<file path="src/rtl/psp_pkg.sv">
// ----------------------------------------------------------------------------
// psp_pkg
// types, constants and header builders of the program stream packetizer
// ----------------------------------------------------------------------------
`default_nettype none

package psp_pkg;

	localparam int FRAME_SIZE_BITS = 24;
	localparam logic [FRAME_SIZE_BITS-1:0] MAX_PES_PAYLOAD = FRAME_SIZE_BITS'(60000);

	localparam int HDR_BYTES    = 14;   // pack header and pes header
	localparam int SYSMAP_BYTES = 42;
	localparam int IDX_W        = 6;

	localparam int Q_DEPTH = 4;
	localparam int Q_AW    = $clog2(Q_DEPTH);

	localparam logic [7:0]  STREAM_ID_VIDEO = 8'hE0;
	localparam logic [7:0]  STREAM_ID_AUDIO = 8'hC0;
	localparam logic [21:0] MUX_RATE        = 22'd2000;

	localparam logic [7:0] VIDEO_TYPE_RST = 8'd27;
	localparam logic [7:0] AUDIO_TYPE_RST = 8'd144;

	// configuration register indexes
	localparam logic REG_VIDEO_TYPE = 1'b0;
	localparam logic REG_AUDIO_TYPE = 1'b1;

	// input item kinds
	localparam logic KIND_START   = 1'b0;
	localparam logic KIND_PAYLOAD = 1'b1;

	typedef enum logic [1:0] {
		JOB_PACK,
		JOB_PACK_SYS,
		JOB_PES_BYTE,
		JOB_BYTE
	} job_kind_t;

	typedef struct packed {
		job_kind_t   kind;
		logic [31:0] pts;
		logic        audio;
		logic [15:0] len16;
		logic        ovf;
		logic [7:0]  data;
	} job_t;

	typedef struct packed {
		logic full;
		logic empty;
	} q_stat_t;

	function automatic logic [35:0] time_field(input logic [31:0] t);
		return {1'b0, t[31:30], 1'b1, t[29:15], 1'b1, t[14:0], 1'b1};
	endfunction

	function automatic logic [111:0] pack_header(input logic [31:0] t);
		return {32'h000001BA, 2'b01, time_field(t), 9'd0, 1'b1, MUX_RATE,
			1'b1, 1'b1, 5'h1F, 3'd0};
	endfunction

	function automatic logic [335:0] sys_map(input logic [7:0] vst, input logic [7:0] ast);
		return {32'h000001BB, 16'd12, 1'b1, MUX_RATE, 1'b1, 6'd1,
			1'b0, 1'b0, 1'b1, 1'b1, 1'b1, 5'd1, 1'b0, 7'h7F,
			STREAM_ID_VIDEO, 2'd3, 1'b1, 13'd256,
			STREAM_ID_AUDIO, 2'd3, 1'b0, 13'd16,
			32'h000001BC, 16'd18, 1'b1, 2'd3, 5'd1, 7'h7F, 1'b1,
			16'd0, 16'd8,
			vst, STREAM_ID_VIDEO, 16'd0,
			ast, STREAM_ID_AUDIO, 16'd0,
			32'd0};
	endfunction

	function automatic logic [111:0] pes_header(input logic audio, input logic [15:0] len16,
			input logic [31:0] t);
		return {24'd1, (audio ? STREAM_ID_AUDIO : STREAM_ID_VIDEO), len16,
			8'h84, 8'h80, 8'h05, 4'd2, time_field(t)};
	endfunction

	// byte idx of a 14-byte header, first byte in the top bits
	function automatic logic [7:0] pick_hdr(input logic [111:0] vec, input logic [IDX_W-1:0] idx);
		logic [7:0] r;
		r = 8'd0;
		for (int i = 0; i < HDR_BYTES; i++) begin
			if (idx == IDX_W'(i)) r = vec[111 - 8*i -: 8];
		end
		return r;
	endfunction

	function automatic logic [7:0] pick_sys(input logic [335:0] vec, input logic [IDX_W-1:0] idx);
		logic [7:0] r;
		r = 8'd0;
		for (int i = 0; i < SYSMAP_BYTES; i++) begin
			if (idx == IDX_W'(i)) r = vec[335 - 8*i -: 8];
		end
		return r;
	endfunction

endpackage

`default_nettype wire

</file>
<file path="src/rtl/psp_front.sv">
// ----------------------------------------------------------------------------
// psp_front
// accepts items, tracks frame and chunk counts and issues output jobs
// ----------------------------------------------------------------------------
`default_nettype none

module psp_front (
	input  wire logic                                 clk,
	input  wire logic                                 arst_n,
	input  wire logic                                 in_valid,
	output logic                                      in_ready,
	input  wire logic                                 kind,
	input  wire logic [7:0]                           data_byte,
	input  wire logic [psp_pkg::FRAME_SIZE_BITS-1:0]  frame_size,
	input  wire logic [31:0]                          pts,
	input  wire logic                                 key_frame,
	input  wire logic                                 is_audio,
	input  wire psp_pkg::q_stat_t                     qstat,
	output logic                                      push,
	output psp_pkg::job_t                             job
);

	logic                                     frame_audio_q;
	logic [31:0]                              frame_ts_q;
	logic [psp_pkg::FRAME_SIZE_BITS-1:0]      left_frame_q;
	logic [psp_pkg::FRAME_SIZE_BITS-1:0]      left_chunk_q;

	logic                                     accept;
	logic [psp_pkg::FRAME_SIZE_BITS-1:0]      chunk;
	logic [psp_pkg::FRAME_SIZE_BITS:0]        pes_len;

	assign in_ready = !qstat.full;
	assign accept   = in_valid && in_ready;

	// video chunks are capped, audio goes out as one chunk
	assign chunk   = (!frame_audio_q && left_frame_q > psp_pkg::MAX_PES_PAYLOAD)
		? psp_pkg::MAX_PES_PAYLOAD : left_frame_q;
	assign pes_len = {1'b0, chunk} + (psp_pkg::FRAME_SIZE_BITS + 1)'(8);

	always_comb begin
		push      = 1'b0;
		job.kind  = psp_pkg::JOB_BYTE;
		job.pts   = frame_ts_q;
		job.audio = frame_audio_q;
		job.len16 = pes_len[15:0];
		job.ovf   = |pes_len[psp_pkg::FRAME_SIZE_BITS:16];
		job.data  = data_byte;
		if (accept) begin
			if (kind == psp_pkg::KIND_START) begin
				push     = (frame_size != '0) && !is_audio;
				job.kind = key_frame ? psp_pkg::JOB_PACK_SYS : psp_pkg::JOB_PACK;
				job.pts  = pts;
			end else if (left_frame_q != '0) begin
				push     = 1'b1;
				job.kind = (left_chunk_q == '0) ? psp_pkg::JOB_PES_BYTE : psp_pkg::JOB_BYTE;
			end
		end
	end

	always_ff @(posedge clk or negedge arst_n) begin
		if (!arst_n) begin
			frame_audio_q <= 1'b0;
			frame_ts_q    <= '0;
			left_frame_q  <= '0;
			left_chunk_q  <= '0;
		end else if (accept) begin
			if (kind == psp_pkg::KIND_START) begin
				frame_audio_q <= is_audio;
				frame_ts_q    <= pts;
				left_frame_q  <= frame_size;
				left_chunk_q  <= '0;
			end else if (left_frame_q != '0) begin
				left_frame_q <= left_frame_q - 1'b1;
				if (left_chunk_q == '0) begin
					left_chunk_q <= chunk - 1'b1;
				end else begin
					left_chunk_q <= left_chunk_q - 1'b1;
				end
			end
		end
	end

endmodule

`default_nettype wire

</file>
<file path="src/rtl/psp_queue.sv">
// ----------------------------------------------------------------------------
// psp_queue
// short job queue between the front and the byte emitter
// ----------------------------------------------------------------------------
`default_nettype none

module psp_queue (
	input  wire logic          clk,
	input  wire logic          arst_n,
	input  wire logic          push,
	input  wire psp_pkg::job_t push_job,
	input  wire logic          pop,
	output psp_pkg::job_t      head,
	output psp_pkg::q_stat_t   stat
);

	psp_pkg::job_t                 slots_q [psp_pkg::Q_DEPTH];
	logic [psp_pkg::Q_AW-1:0]      wr_ptr_q;
	logic [psp_pkg::Q_AW-1:0]      rd_ptr_q;
	logic [psp_pkg::Q_AW:0]        count_q;

	assign stat.full  = (count_q == (psp_pkg::Q_AW + 1)'(psp_pkg::Q_DEPTH));
	assign stat.empty = (count_q == '0);
	assign head       = slots_q[rd_ptr_q];

	always_ff @(posedge clk) begin
		if (push) begin
			slots_q[wr_ptr_q] <= push_job;
		end
	end

	always_ff @(posedge clk or negedge arst_n) begin
		if (!arst_n) begin
			wr_ptr_q <= '0;
			rd_ptr_q <= '0;
			count_q  <= '0;
		end else begin
			if (push) wr_ptr_q <= wr_ptr_q + 1'b1;
			if (pop)  rd_ptr_q <= rd_ptr_q + 1'b1;
			if (push && !pop) begin
				count_q <= count_q + 1'b1;
			end else if (pop && !push) begin
				count_q <= count_q - 1'b1;
			end
		end
	end

endmodule

`default_nettype wire

</file>
<file path="src/rtl/psp_back.sv">
// ----------------------------------------------------------------------------
// psp_back
// walks the head job byte by byte into the output register
// ----------------------------------------------------------------------------
`default_nettype none

module psp_back (
	input  wire logic             clk,
	input  wire logic             arst_n,
	input  wire psp_pkg::job_t    head,
	input  wire psp_pkg::q_stat_t qstat,
	input  wire logic [7:0]       video_type,
	input  wire logic [7:0]       audio_type,
	output logic                  pop,
	output logic                  out_valid,
	input  wire logic             out_ready,
	output logic [7:0]            out_byte,
	output logic                  last_in_run,
	output logic                  length_overflow
);

	logic [psp_pkg::IDX_W-1:0] idx_q;
	logic                      valid_q;
	logic [7:0]                byte_q;
	logic                      last_q;
	logic                      ovf_q;

	logic                      advance;
	logic                      load;
	logic                      in_hdr;
	logic [7:0]                nxt_byte;
	logic                      nxt_last;
	logic                      nxt_ovf;

	assign advance = !valid_q || out_ready;
	assign load    = advance && !qstat.empty;
	assign pop     = load && nxt_last;
	assign in_hdr  = (idx_q < psp_pkg::IDX_W'(psp_pkg::HDR_BYTES));

	always_comb begin
		nxt_byte = head.data;
		nxt_last = 1'b1;
		nxt_ovf  = 1'b0;
		case (head.kind)
			psp_pkg::JOB_PACK: begin
				nxt_byte = psp_pkg::pick_hdr(psp_pkg::pack_header(head.pts), idx_q);
				nxt_last = (idx_q == psp_pkg::IDX_W'(psp_pkg::HDR_BYTES - 1));
			end
			psp_pkg::JOB_PACK_SYS: begin
				if (in_hdr) begin
					nxt_byte = psp_pkg::pick_hdr(psp_pkg::pack_header(head.pts), idx_q);
				end else begin
					nxt_byte = psp_pkg::pick_sys(psp_pkg::sys_map(video_type, audio_type),
						idx_q - psp_pkg::IDX_W'(psp_pkg::HDR_BYTES));
				end
				nxt_last = (idx_q ==
					psp_pkg::IDX_W'(psp_pkg::HDR_BYTES + psp_pkg::SYSMAP_BYTES - 1));
			end
			psp_pkg::JOB_PES_BYTE: begin
				// pes header bytes carry the wrap flag, the payload byte closes the run
				if (in_hdr) begin
					nxt_byte = psp_pkg::pick_hdr(
						psp_pkg::pes_header(head.audio, head.len16, head.pts), idx_q);
					nxt_ovf  = head.ovf;
				end
				nxt_last = !in_hdr;
			end
			psp_pkg::JOB_BYTE: begin
				nxt_byte = head.data;
				nxt_last = 1'b1;
			end
			default: begin
				nxt_byte = head.data;
				nxt_last = 1'b1;
			end
		endcase
	end

	always_ff @(posedge clk or negedge arst_n) begin
		if (!arst_n) begin
			valid_q <= 1'b0;
			idx_q   <= '0;
		end else if (advance) begin
			valid_q <= !qstat.empty;
			if (load) begin
				idx_q <= nxt_last ? '0 : idx_q + 1'b1;
			end
		end
	end

	always_ff @(posedge clk) begin
		if (load) begin
			byte_q <= nxt_byte;
			last_q <= nxt_last;
			ovf_q  <= nxt_ovf;
		end
	end

	assign out_valid       = valid_q;
	assign out_byte        = byte_q;
	assign last_in_run     = last_q;
	assign length_overflow = ovf_q;

endmodule

`default_nettype wire

</file>
<file path="src/rtl/program_stream_packetizer.sv">
// ----------------------------------------------------------------------------
// program_stream_packetizer
// wraps video and audio frames as an mpeg-2 program stream, one byte a beat
// ----------------------------------------------------------------------------
// Input requests on s_*: s_tuser 0 starts a frame (size, pts, key, audio flag
// in s_tdata), s_tuser 1 carries one payload byte. Output requests on m_*
// carry one stream byte each; m_tlast marks the last byte caused by one input
// request, m_tuser flags pes header bytes whose length field wrapped.
// A video frame start gives a 14-byte pack header, 56 bytes on a key frame.
// A payload byte that opens a pes chunk gives 15 bytes, any other in a frame
// gives one. Stray bytes, audio frame starts, zero-length frames give nothing.
// Output follows the input through the job queue and the output register. The
// byte emitter sends one byte per cycle while m_tready holds, so payload
// passes at one request per cycle.
// A four-entry job queue sits between the front and the emitter; the front
// keeps taking requests until it fills, so a stalled m_tready back-pressures
// s_tready only after four pending jobs.
// Reset clears the frame counters, the queue and the output valid flag, and
// loads the stream type registers with 27 (video) and 144 (audio). The user
// must write stream types through cfg_* only while the block is idle; unenforced.
// ----------------------------------------------------------------------------
`default_nettype none

module program_stream_packetizer (
	input  wire logic        clk,
	input  wire logic        arst_n,
	input  wire logic        s_tvalid,
	output logic             s_tready,
	input  wire logic [71:0] s_tdata,   // data_byte, frame_size, pts, key_frame, is_audio
	input  wire logic        s_tuser,   // kind
	output logic             m_tvalid,
	input  wire logic        m_tready,
	output logic [7:0]       m_tdata,   // out_byte
	output logic             m_tlast,
	output logic             m_tuser,   // length_overflow
	input  wire logic        cfg_we,
	input  wire logic        cfg_addr,
	input  wire logic [7:0]  cfg_data
);

	logic [7:0]       video_type_q;
	logic [7:0]       audio_type_q;

	psp_pkg::job_t    push_job;
	psp_pkg::job_t    head_job;
	psp_pkg::q_stat_t qstat;
	logic             push;
	logic             pop;

	always_ff @(posedge clk or negedge arst_n) begin
		if (!arst_n) begin
			video_type_q <= psp_pkg::VIDEO_TYPE_RST;
			audio_type_q <= psp_pkg::AUDIO_TYPE_RST;
		end else if (cfg_we) begin
			case (cfg_addr)
				psp_pkg::REG_VIDEO_TYPE: video_type_q <= cfg_data;
				psp_pkg::REG_AUDIO_TYPE: audio_type_q <= cfg_data;
				default: video_type_q <= video_type_q;
			endcase
		end
	end

	psp_front u_front (
		.clk        (clk),
		.arst_n     (arst_n),
		.in_valid   (s_tvalid),
		.in_ready   (s_tready),
		.kind       (s_tuser),
		.data_byte  (s_tdata[7:0]),
		.frame_size (s_tdata[31:8]),
		.pts        (s_tdata[63:32]),
		.key_frame  (s_tdata[64]),
		.is_audio   (s_tdata[65]),
		.qstat      (qstat),
		.push       (push),
		.job        (push_job)
	);

	psp_queue u_queue (
		.clk      (clk),
		.arst_n   (arst_n),
		.push     (push),
		.push_job (push_job),
		.pop      (pop),
		.head     (head_job),
		.stat     (qstat)
	);

	psp_back u_back (
		.clk             (clk),
		.arst_n          (arst_n),
		.head            (head_job),
		.qstat           (qstat),
		.video_type      (video_type_q),
		.audio_type      (audio_type_q),
		.pop             (pop),
		.out_valid       (m_tvalid),
		.out_ready       (m_tready),
		.out_byte        (m_tdata),
		.last_in_run     (m_tlast),
		.length_overflow (m_tuser)
	);

endmodule

`default_nettype wire

</file>
<file path="config.mk">
export PLATFORM = sky130hd
export DESIGN_NAME = program_stream_packetizer
export DESIGN_NICKNAME = d
export VERILOG_FILES = /design/src/rtl/psp_pkg.sv /design/src/rtl/psp_front.sv /design/src/rtl/psp_queue.sv /design/src/rtl/psp_back.sv /design/src/rtl/program_stream_packetizer.sv
export SDC_FILE = /design/constraint.sdc
export NUM_CORES = 1
export LEC_CHECK = 0
export BUFFER_PORTS_ARGS = -buffer_cell sky130_fd_sc_hd__buf_2
export CAP_MARGIN = 20
export CORE_ASPECT_RATIO = 1.4
export CORE_MARGIN = 1
export CORE_UTILIZATION = 55
export DETAILED_ROUTE_END_ITERATION = 8
export HOLD_SLACK_MARGIN = 0.12
export PLACE_DENSITY = 0.82
export SETUP_SLACK_MARGIN = 0.1
export SLEW_MARGIN = 20
export SYNTH_ARGS = -nofsm -noshare
export SYNTH_HDL_FRONTEND = slang
export SYNTH_SLANG_ARGS = --single-unit
</file>
<file path="constraint.sdc">
create_clock -name clk -period 5.7 [get_ports clk]
set_clock_uncertainty 0.05 [all_clocks]
set_input_delay 0.57 -clock clk [delete_from_list [all_inputs] [get_ports clk]]
set_output_delay 0.57 -clock clk [all_outputs]
set_load 0.1 [all_outputs]
</file>
; Yosys cells after proc, flatten, opt, wreduce, memory -nomap -nowiden
; Memory sizes are Yosys's and may differ from the RTL's.
; Index checks and enable logic that the tools add are counted.
[totals]
output_inout_bits = 12
regBits = 121
word_cells = 204
mem_bits_rw = 240
n_memories = 1
inputBits = 87
[mem_list]
columns = memory, words, width, read_ports, rd_ports_with_merged_regs, write_ports, line_no
row1 = u_queue.slots_q, 4, 60, 1, 0, 1, psp_queue.sv:17  ; psp_pkg::job_t slots_q [psp_pkg::Q_DEPTH];
[op_classes]
bitwise = 2
mux = 88
eq_ne = 58
order_cmp = 2
addsub = 10
n_reduce_logical = 29
[ops]
columns = cell, n
row1 = two-way mux 8 bit, 63
row2 = two-way mux 24 bit, 6
row3 = "equality test 6 x 5 -> 1 bit, second input constant", 16
row4 = "equality test 6 x 4 -> 1 bit, second input constant", 14
row5 = "subtractor 24 x 1 -> 24 bit, second input constant", 3
row6 = "equality test 6 bit, second input constant", 11
row7 = "equality test 6 x 3 -> 1 bit, second input constant", 8
row8 = nonzero test 24 bit, 2
row9 = two-way mux 34 bit, 1
row10 = two-way mux 32 bit, 1
row11 = case mux 8 bit (4 select lines), 1
row12 = "adder 24 x 4 -> 25 bit, second input constant", 1
row13 = "equality test 6 x 2 -> 1 bit, second input constant", 4
row14 = "greater-than comparator 24 x 16 -> 1 bit, second input constant", 1
row15 = logical NOT 24 bit, 1
row16 = two-way mux 6 bit, 2
row17 = AND reduction 2 bit, 6
row18 = two-way mux 1 bit, 9
row19 = OR reduction 9 bit, 1
row20 = logical NOT 1 bit, 8
row21 = logical AND 1 bit, 7
row22 = "adder 6 x 1 -> 6 bit, second input constant", 1
row23 = "< comparator 6 x 4 -> 1 bit, second input constant", 1
row24 = two-way mux 3 bit, 2
row25 = other kinds (15), 19

; Depth between registers and ports, before layout
[logic_depth]
ltp_word = 44
mapped_depth = 19
mapped_depth_nobuf = 16

; Cells and area by module
; From an unflattened synthesis, not the netlist that was laid out.
[unflattened]
cells_unflattened = 1549
hier_area_um2 = 18352.6
[modules_own_cells]
columns = mod, n_inst, seq_area_each_um2, cells_per_inst, area_per_inst_um2
row1 = psp_queue, 1, 7382.1, 348, 9121.2
row2 = psp_front, 1, 2026.9, 711, 5467.7
row3 = psp_back, 1, 475.5, 455, 3114.2
row4 = program_stream_packetizer, 1, 407.9, 35, 649.4

; Least setup slack after synthesis
; OpenSTA, ideal clock, no wires.
[synth_timing]
kind = register -> register
from = reg u_front.left_frame_q[6] (netlist bit)
to = reg u_front.left_chunk_q[20] (netlist bit)
path_stages_with_launch = 19
period_less_slack_ps = 4229
slack_ps = 1471
path_buffers = 4
required_time_ps = 5513
setup_ps = 137
arrival_ps = 4042
path_cell_list = dfrtp_1 clkbuf_1 and2_1 o221a_1 o31a_1 buf_6 nor2_1 buf_2 buf_2 a21oi_1 ha_1 or4b_2 nor3_1 nand3_1 o2bb2ai_1 nand3_2 nor3_1 a2bb2oi_1 o211ai_1
[synth_via]
elab_chain_cells = 7
elab_cells_between_ends = 10
cone_classes = 1 x add/sub / 1 x order compare / 1 x eq/ne / 4 x mux / 3 x reduce/logical
[synth_lines]
columns = element, line_no
row1 = from (decl), psp_front.sv:25  ; logic [psp_pkg::FRAME_SIZE_BITS-1:0] left_frame_q;
row2 = from (signal assigned), psp_front.sv:70  ; left_frame_q <= frame_size;
row3 = from (signal assigned), psp_front.sv:73  ; left_frame_q <= left_frame_q - 1'b1;
row4 = greater-than comparator 24 x 16 -> 1 bit, psp_front.sv:36  ; assign chunk = (!frame_audio_q && left_frame_q > psp_pkg::MAX_PES_PAYLOAD)
row5 = logical AND 1 bit, psp_front.sv:36
row6 = two-way mux 24 bit, psp_front.sv:37  ; ? psp_pkg::MAX_PES_PAYLOAD : left_frame_q;
row7 = subtractor 24 x 1 -> 24 bit, psp_front.sv:75  ; left_chunk_q <= chunk - 1'b1;
row8 = two-way mux 24 bit, psp_front.sv:74  ; if (left_chunk_q == '0) begin
row9 = two-way mux 24 bit, psp_front.sv:72  ; end else if (left_frame_q != '0) begin
row10 = two-way mux 24 bit, psp_front.sv:67  ; if (kind == psp_pkg::KIND_START) begin
row11 = to (signal assigned), psp_front.sv:75
row12 = to (signal assigned), psp_front.sv:77  ; left_chunk_q <= left_chunk_q - 1'b1;
row13 = to (decl), psp_front.sv:26  ; logic [psp_pkg::FRAME_SIZE_BITS-1:0] left_chunk_q;
; Several ways; a longest one is shown, not always the timed one. The select of a mux whose other input is x is not followed.
; A chain may end at the register's enable or synchronous reset.

; Worst setup path after layout
[layout_timing]
from = reg u_front.left_frame_q[10] (netlist bit)
to = reg u_front.left_chunk_q[20] (netlist bit)
; The elaborated chain is that of the path after synthesis.

==> flow_summary.toml <==
[floorplan]
rows = 77
dieWidth_um = 154
ios = 99
core_area_um2 = 31600
dieHeight_um = 214
die_area_um2 = 32900
start_util = 0.560

[power_and_ir_drop]
leakage_uw = 0.00719
sw_frac_of_total = 0.387
power_density_nw_per_um2 = 515
clkPwrFrac = 0.223
peakVddDrop_v = 0.000304
internal_power_uw = 6190
p_switching_uw = 3910
pwr-share-seq = 0.407
power_frac_comb = 0.370

[cells_and_area]
final_common_cell = "edfxtp_1"
area_growth_pct = 10.8
finalNonFillerCells = 1970
antennaDiodeCount = 0
post-route-util = 0.620
drive_gt1_frac = 0.183
layout_common_cells = "edfxtp_1, nand2_1, dfrtp_1"
finalNetCount = 1649

[detailed_routing]
wl_um = 45700
antenna_left = 0
wl_per_cell_um = 23.2
vias = 12700
first_pass_iters = 5
drtIter0Drc = 1259
drcViolationCount = 0
routed_via_density = 6.46

[setup_path]
cp_top_family = "simple AND/OR/NAND/NOR gates"
cp-start-kind = "flip-flop"
r2r_cells = 14
cpMaxStageDelayCell = "or4b_2"
r2r_slack_ns = 1.22
cpPeakStageDelay_ns = 0.63
cp.required_ns = 6.05
worstPathMaxFanout = 17
r2r-start = "u_front.left_frame_q[10]$_DFFE_PN0P_"
worstSetupEndpoint = "u_front.left_chunk_q[20]$_DFFE_PN0P_"
cp.arrival_ns = 4.82
cp_common_cell = "nor3_1"
crit_type = "reg2reg"
crit_cells = 14
crit_path_end_kind = "flip-flop"
cp.buffers_inverters = 0
crit_start = "u_front.left_frame_q[10]$_DFFE_PN0P_"
path_cells = "nor4bb_1 > o221a_1 > o31a_1 > nor2_1 > a21oi_1 > ha_1 > or4b_2 > nor3_1 > nand3_1 > o2bb2ai_1 > nand3_2 > nor3_1 > a2bb2oi_1 > o211ai_1"
r2r_end = "u_front.left_chunk_q[20]$_DFFE_PN0P_"

[sta]
tightest_slew_ns = 1.08
period_share = 0.786
slew_headroom = 0.276
fmax_mhz = 223
finalSetupViolCount = 0
setup_tns_ns = 0
fin_crit_ns = 4.48
hold_viol = 0
rsz0062_at_grt = "false"
maxSlewViolCount = 0

[logic_synthesis]
ys_seq_elements = 361
yosysSeqAreaShare = 0.582
synthCells = 1494
synth_nets = 1595
synth_cell_type_count = 82
netlist_area_um2 = 17700
ys.flop_type = "edfxtp_1"
synth-edff-count = 250
ys_warn_count = 0
avgSynthCellArea_um2 = 11.8
synthArstFlopShare = 0.307

[place]
gp_congestion = 0.957
hpwl_um = 30600
io_buffers = 92
placed_cells_incl_taps = 1905

[run]
cap_violations = 0

[global_route]
grt_pass1_vias = 12500
grt_overflow = 0
grt_first_pass_wirelength_um = 71000
grtUsageTotal = 0.282
antenna_found_initial = 0
grt_max_degree = 61

[clock_tree]
cts_num_sinks = 361
clock_path_buffers = 3
cts_root_buf = "clkbuf_16"
clk_pin_slew_ns = 0.06
cts_tree = "built"
cts_buffers = 35
clock_latency_ns = 0.53
htree_num_levels = 2

[hold_path]
hp-class = "in2reg"

[status]
outcome = "completed"
[power groups by stage]
stage                     clock (uW)  combinational (uW)  sequential [uW]
after floorplan                    0                2620             4140
after global placement             0                3620             4090
after detailed placement           0                3690             4130
after CTS                       2290                3710             4100
after global routing            2380                4010             4170
final                           2250                3740             4110
[Yosys cell counts (all sizes together) (19+ instances only)]
cell / count / area, um^2
mux4: 60 / 1350
a211oi: 23 / 190
buf: 24 / 128
nor3: 38 / 201
clkbuf: 79 / 298
nand3: 44 / 230
o21ai: 91 / 455
edfxtp: 250 / 7510
inv: 30 / 113
a21oi: 93 / 465
nor2: 103 / 387
o22ai: 19 / 119
dfrtp: 105 / 2630
nand2: 205 / 769
[how the worst min path moves through the flow]
stage                                    from                             end  slack [ns]  depth (start not counted)
6_report                             m_tready    u_back.out_valid$_DFFE_PN0N_        0.19                          2
5_1_grt                              m_tready    u_back.out_valid$_DFFE_PN0N_        0.16                          2
4_1_cts                              m_tready    u_back.out_valid$_DFFE_PN0N_        0.16                          2
3_5_place_dp   u_queue.count_q[2]$_DFFE_PN0P_  u_queue.count_q[2]$_DFFE_PN0P_        0.43                          1
3_3_place_gp   u_queue.count_q[2]$_DFFE_PN0P_  u_queue.count_q[2]$_DFFE_PN0P_        0.42                          1
2_1_floorplan                          arst_n     audio_type_q[0]$_DFFE_PN0P_        0.22                          0
[flip-flops by register name, summed over array words and instances, names as in the netlist, 2 cells and up]
name                  cells
u_back.idx_q              6
u_queue.rd_ptr_q          2
u_queue.count_q           3
u_queue.wr_ptr_q          2
u_queue.slots_q         240
u_front.frame_ts_q       32
u_front.left_chunk_q     24
audio_type_q              8
u_back.out_byte           8
video_type_q              8
u_front.left_frame_q     24
[metrics by stage]
stage                     worst slack (ns)  power [uW]  area, um^2  hold slack [ns]
final                                 1.22       10100       19600            0.191
after CTS                             1.22       10100       19600            0.162
after global placement                1.35        7700       18500            0.424
after detailed placement              1.27        7830       18500            0.431
after floorplan                       1.47        6770       17700            0.224
after global routing                 0.882       10600       19600            0.163
[layer usage]
layer,GRT usage,part of all wire,vias up
li1,-,-,5786
met1,0.343,0.38,6286
met2,0.496,0.52,538
met3,0.0325,0.056,108
met4,0.139,0.045,0
met5,0,0,-
[cells by family after synthesis]
family | synth area share
AND/OR/NAND/NOR | 0.139
flip-flops | 0.582
AO/OA/AOI/OAI | 0.132
buffers and inverters | 0.0306
multiplexers | 0.0964
XOR/XNOR | 0.00941
adder cells (fa/ha/maj) | 0.0103
[timing repair]
action,CTS,global route
gates resized for setup,0,0
hold buffers,1,0
buffers inserted,0,0
endpoints found under the hold margin,9,0
endpoints found under the setup margin,0,0
[cell type report]
cell class / count / area [um^2]
well taps: 395 / 494
flip-flops and latches: 361 / 10300
multi-input cells: 999 / 6890
clock inverters: 23 / 188
inverters: 31 / 116
clock buffers: 41 / 940
repair buffers: 120 / 676
fillers: 2405 / 12000
Note: power is estimated with default switching activity, not from simulation.
